File: src/ttcw_pkg.sv
`default_nettype none

package ttcw_pkg;

    localparam int COLUMNS     = 80;
    localparam int ROWS        = 25;
    localparam int TAB_WIDTH   = 4;
    localparam int CELL_TOTAL  = COLUMNS * ROWS;
    localparam int SCROLL_BASE = CELL_TOTAL - COLUMNS;

    localparam int CUR_W   = $clog2(CELL_TOTAL);
    localparam int LIN_NW  = CUR_W + 1;
    localparam int COL_W   = $clog2(COLUMNS);
    localparam int TAB_SH  = $clog2(TAB_WIDTH);
    localparam int INDEX_W = 11;
    localparam int CELL_W  = 16;

    localparam logic [7:0] KEY_NEWLINE   = 8'd10;
    localparam logic [7:0] KEY_RETURN    = 8'd13;
    localparam logic [7:0] KEY_BACKSPACE = 8'd8;
    localparam logic [7:0] KEY_TAB       = 8'd9;
    localparam logic [7:0] BLANK_CHAR    = 8'h20;
    localparam logic [7:0] RESET_ATTR    = 8'h0F;

    typedef logic [CUR_W-1:0]  cell_addr_t;
    typedef logic [CELL_W-1:0] cell_t;

    localparam cell_addr_t LAST_CELL   = CUR_W'(CELL_TOTAL - 1);
    localparam cell_addr_t SCROLL_ADDR = CUR_W'(SCROLL_BASE);
    localparam cell_addr_t MOVE_LAST   = CUR_W'(SCROLL_BASE - 1);
    localparam cell_addr_t COLUMNS_A   = CUR_W'(COLUMNS);
    localparam cell_t      RESET_BLANK = {RESET_ATTR, BLANK_CHAR};

    typedef struct packed {
        logic       wr;
        logic       blank;
        cell_addr_t addr;
        logic       scroll;
        cell_addr_t cursor;
    } put_plan_t;

endpackage

`default_nettype wire

File: src/ttcw_cursor.sv
`default_nettype none

module ttcw_cursor (
    input  wire logic                 clk,
    input  wire logic                 rst_n,
    input  wire logic                 update,
    input  wire logic [7:0]           char_code,
    output ttcw_pkg::cell_addr_t      cursor,
    output ttcw_pkg::put_plan_t       plan
);
    import ttcw_pkg::*;

    cell_addr_t       lin_reg, lin_next;
    cell_addr_t       base_reg, base_next;
    logic [COL_W-1:0] col_reg, col_next;

    logic [LIN_NW-1:0] lin_w, base_w, lin_n, base_n;
    logic [COL_W:0]    delta, col_sum;
    logic [COL_W-1:0]  col_n;
    logic              is_tab, wrap, scroll;

    always_comb
    begin
        lin_w   = LIN_NW'(lin_reg);
        base_w  = LIN_NW'(base_reg);
        is_tab  = (char_code == KEY_TAB);
        delta   = is_tab ? ((COL_W + 1)'(TAB_WIDTH) - (COL_W + 1)'(lin_reg[TAB_SH-1:0]))
                         : (COL_W + 1)'(1);
        col_sum = {1'b0, col_reg} + delta;
        wrap    = (col_sum >= (COL_W + 1)'(COLUMNS));

        lin_n       = lin_w;
        base_n      = base_w;
        col_n       = col_reg;
        plan.wr     = 1'b0;
        plan.blank  = 1'b0;
        plan.addr   = lin_reg;

        case (char_code)
            KEY_NEWLINE:
            begin
                lin_n  = base_w + LIN_NW'(COLUMNS);
                base_n = base_w + LIN_NW'(COLUMNS);
                col_n  = '0;
            end
            KEY_RETURN:
            begin
                lin_n = base_w;
                col_n = '0;
            end
            KEY_BACKSPACE:
            begin
                if (lin_reg != '0)
                begin
                    lin_n      = lin_w - LIN_NW'(1);
                    plan.addr  = lin_reg - CUR_W'(1);
                    plan.wr    = 1'b1;
                    plan.blank = 1'b1;
                    if (col_reg == '0)
                    begin
                        col_n  = COL_W'(COLUMNS - 1);
                        base_n = base_w - LIN_NW'(COLUMNS);
                    end
                    else
                    begin
                        col_n = col_reg - COL_W'(1);
                    end
                end
            end
            default:
            begin
                lin_n   = lin_w + LIN_NW'(delta);
                plan.wr = !is_tab;
                if (wrap)
                begin
                    col_n  = COL_W'(col_sum - (COL_W + 1)'(COLUMNS));
                    base_n = base_w + LIN_NW'(COLUMNS);
                end
                else
                begin
                    col_n = col_sum[COL_W-1:0];
                end
            end
        endcase

        scroll = (lin_n >= LIN_NW'(CELL_TOTAL));
        if (scroll)
        begin
            lin_next  = SCROLL_ADDR;
            base_next = SCROLL_ADDR;
            col_next  = '0;
        end
        else
        begin
            lin_next  = lin_n[CUR_W-1:0];
            base_next = base_n[CUR_W-1:0];
            col_next  = col_n;
        end
        plan.scroll = scroll;
        plan.cursor = lin_next;
    end

    always_ff @(posedge clk or negedge rst_n)
    begin
        if (!rst_n)
        begin
            lin_reg  <= '0;
            base_reg <= '0;
            col_reg  <= '0;
        end
        else if (update)
        begin
            lin_reg  <= lin_next;
            base_reg <= base_next;
            col_reg  <= col_next;
        end
    end

    assign cursor = lin_reg;

endmodule

`default_nettype wire

File: config.mk
export PLATFORM = sky130hd
export DESIGN_NAME = ttcw_cursor
export DESIGN_NICKNAME = d
export VERILOG_FILES = /design/src/ttcw_pkg.sv /design/src/ttcw_cursor.sv
export SDC_FILE = /design/constraint.sdc
export NUM_CORES = 1
export LEC_CHECK = 0
export BUFFER_PORTS_ARGS = -buffer_cell sky130_fd_sc_hd__buf_2
export CAP_MARGIN = 5
export CORE_MARGIN = 1.5
export CORE_UTILIZATION = 35
export DETAILED_ROUTE_END_ITERATION = 8
export PLACE_DENSITY = 0.56
export SLEW_MARGIN = 20
export SYNTH_ARGS = -nofsm -noshare
export SYNTH_HDL_FRONTEND = slang
export SYNTH_SLANG_ARGS = --single-unit
File: constraint.sdc
create_clock -name clk -period 4.8 [get_ports clk]
set_clock_uncertainty 0.05 [all_clocks]
set_input_delay 0.24 -clock clk [delete_from_list [all_inputs] [get_ports clk]]
set_output_delay 0.24 -clock clk [all_outputs]
set_load 0.1 [all_outputs]
==> flow_metrics.env <==
export IMPL_status="finished clean"
export IMPL_cp_start_kind="flip-flop"
export IMPL_required_ns=4.51
export IMPL_whs_endpoint="cursor[10]"
export IMPL_synth_distinct_cells=74
export IMPL_antenna_found_initial=0
export IMPL_clock_path_buffers=2
export IMPL_clk_latency_ns=0.28
export IMPL_worstHoldStart="update"
export IMPL_drtPass1Iterations=5
export IMPL_ant_nets=0
export IMPL_grt_pass1_wl_microns=16200
export IMPL_area_delta_synth_final_pct=12.4
export IMPL_fin_crit_ns=4.41
export IMPL_p_leak_nw=1.41
export IMPL_rows=34
export IMPL_hold_depth=3
export IMPL_setup_violations=0
export IMPL_portBuffers=46
export IMPL_finalMaxSlewViolations=0
export IMPL_nets=468
export IMPL_r2r_slack_ns=0.41
export IMPL_gp_congestion=0.893
export IMPL_cp_end_kind="output pin"
export IMPL_holdWs_ns=0.347
export IMPL_timing_rr_start="cursor[1]"
export IMPL_critPathSlowestCell="dfrtp_1"
export IMPL_relSlewSlack=0.313
export IMPL_die_area_sq_mm=0.00945
export IMPL_async_flop_share=1.00
export IMPL_dp_cells=548
export IMPL_cts_htree_levels=1
export IMPL_final_util=0.402
export IMPL_tightest_slew_ns=1.03
export IMPL_crit_buf_inv=4
export IMPL_root_buffer="clkbuf_8"
export IMPL_path_cells="inv_1 > ha_1 > a221o_1 > o21ai_0 > or2_0 > o31ai_1 > o32ai_1 > nand4bb_1 > o21a_1 > inv_2 > buf_4 > buf_2"
export IMPL_path_class="reg -> out"
export IMPL_routed_wl_microns=9820
export IMPL_critical_path_max_stage_delay_ns=0.56
export IMPL_die_w_microns=97.2
export IMPL_finalSetupTns_ns=0
export IMPL_synth_main_ff_cell="dfrtp_1"
export IMPL_ys_ff_latch=25
export IMPL_yosysTopAreaCell="dfrtp_1"
export IMPL_viasPerCell=5.93
export IMPL_cts_tree="done"
export IMPL_hpwl_microns=7360
export IMPL_pin_count=47
export IMPL_track_usage=0.210
export IMPL_core_sq_mm=0.00868
export IMPL_synth_seq_area_share=0.201
export IMPL_max_cap_viol_count=0
export IMPL_dr_total_vias=3280
export IMPL_clock_sinks=25
export IMPL_post_drt_wl_per_cell_microns=17.8
export IMPL_synth_edf_count=0
export IMPL_crit_fanout=12
export IMPL_grt_pass1_vias=3052
export IMPL_synth_cells=413
export IMPL_min_path_type="in -> reg"
export IMPL_synth_top_area_share=0.201
export IMPL_syn_area_sq_mm=0.00311
export IMPL_vdd_drop_max_uv=327
export IMPL_r2r_end="base_reg[6]"
export IMPL_final_cell_mix="buf_2, nor2_1, nand2_1"
export IMPL_antennaDiodeCount=0
export IMPL_layout_commonest_cell="buf_2"
export IMPL_detail_route_iter0_violations=233
export IMPL_drive_gt1_frac=0.211
export IMPL_grt_overflow_total=0
export IMPL_fmax_mhz=227
export IMPL_ys_warn_count=0
export IMPL_rsz0062_at_grt="no"
export IMPL_synthTopCellsByArea="dfrtp_1, xnor2_1, o21ai_0"
export IMPL_fp_dieH_microns=97.2
export IMPL_finalCritPeriodShare=0.918
export IMPL_nFillCells=911
export IMPL_drc=0
export IMPL_cts_made_buffers=3
export IMPL_cellPowerDensity_mw_per_mm2=607
export IMPL_avgSynthCellArea_sq_um=7.52
export IMPL_clk_pin_slew_ns=0.10
export IMPL_rr_worst_depth=17
export IMPL_crit_arrival_ns=4.12
export IMPL_syn_num_nets=435
export IMPL_hold_viol=0
export IMPL_crit_family="compound AO/OA/AOI/OAI gates"
export IMPL_initial_core_util=0.358
export IMPL_fin_cells=553
export IMPL_largest_reg_flops=11
export IMPL_grt_max_degree=26
-- power by group --
group | switching (W) | internal [W] | total [W]
combinational | 0.00116 | 0.000377 | 0.00153
sequential | 0.000178 | 0.000274 | 0.000452
clock | 0.0000737 | 0.0000596 | 0.000133
-- final cells by class --
cell class,instances,area [sq um],share of cell area
clock buffer,4,45.0,0.0129
inverter,23,86.3,0.0247
multi-input combinational,333,2260,0.647
sequential,25,627,0.180
tap,108,135,0.0387
timing repair buffer,60,338,0.0968
-- worst reg2reg max path: cells and delay by family (launching register included) --
kind	cells	cell delay, ns
AOI/OAI and AO/OA	7	1.64
xor gates and xnor gates	1	0.27
adders and majority gates	3	0.85
buffers and inverters	1	0.14
DFF	1	0.56
and+or+nand+nor	5	0.83
-- cells by family after synthesis --
family          after synthesis  synth area share
simple gates                163             0.299
compound gates              125             0.275
buf+inv                      55            0.0749
xor+xnor                     26            0.0733
flops                        25             0.201
fa+ha+maj                    11            0.0467
mux                           8            0.0294
-- worst max path at each step --
stage | start | end | slack [ns] | cells after the start
4_1_cts | cursor[0] | plan[11] | 0.37 | 12
2_1_floorplan | cursor[0] | cursor[2] | -0.45 | 14
3_5_place_dp | cursor[0] | base_reg[6] | 0.41 | 17
3_3_place_gp | cursor[0] | base_reg[6] | 0.61 | 17
6_report | cursor[1] | plan[11] | 0.39 | 12
5_1_grt | cursor[1] | base_reg[6] | 0.02 | 17
-- cell usage after synthesis (4+ instances only) --
cell type,n
nor2_1,35
ha_1,10
xor2_1,7
buf_2,6
xnor2_1,19
and3_1,12
nand2_1,33
a21oi_1,21
nor3b_1,4
mux2_2,5
a21o_1,8
dfrtp_1,25
o21ai_0,29
clkbuf_1,22
o31ai_1,5
nor4_1,7
a31oi_1,6
nor3_1,15
nand2b_1,4
inv_1,21
or3_1,8
a22oi_1,8
o22ai_1,4
nand3_1,16
o21a_1,5
-- routing by layer --
metal,GRT usage,vias to the layer above,wire [microns]
met1,0.291,1546,4530
li1,-,1583,-
met2,0.336,131,4460
met3,0.0273,20,602
met5,0,-,0
met4,0.0680,0,221
-- metrics by stage --
step | instance area, sq um | power, W | setup WS (ns)
final | 3490 | 0.00212 | 0.393
after CTS | 3480 | 0.00212 | 0.369
after floorplan | 3110 | 0.00173 | -0.452
after global placement | 3430 | 0.00196 | 0.611
after global routing | 3490 | 0.00225 | 0.0225
after detailed placement | 3430 | 0.00197 | 0.407
-- timing repair --
item / CTS / global route
resized for setup: 0 / 2
endpoints found under the hold margin: 25 / 0
buffers inserted: 0 / 0
endpoints found under the setup margin: 0 / 2
hold buffers: 1 / 0
(Power assumes the default switching activity.)
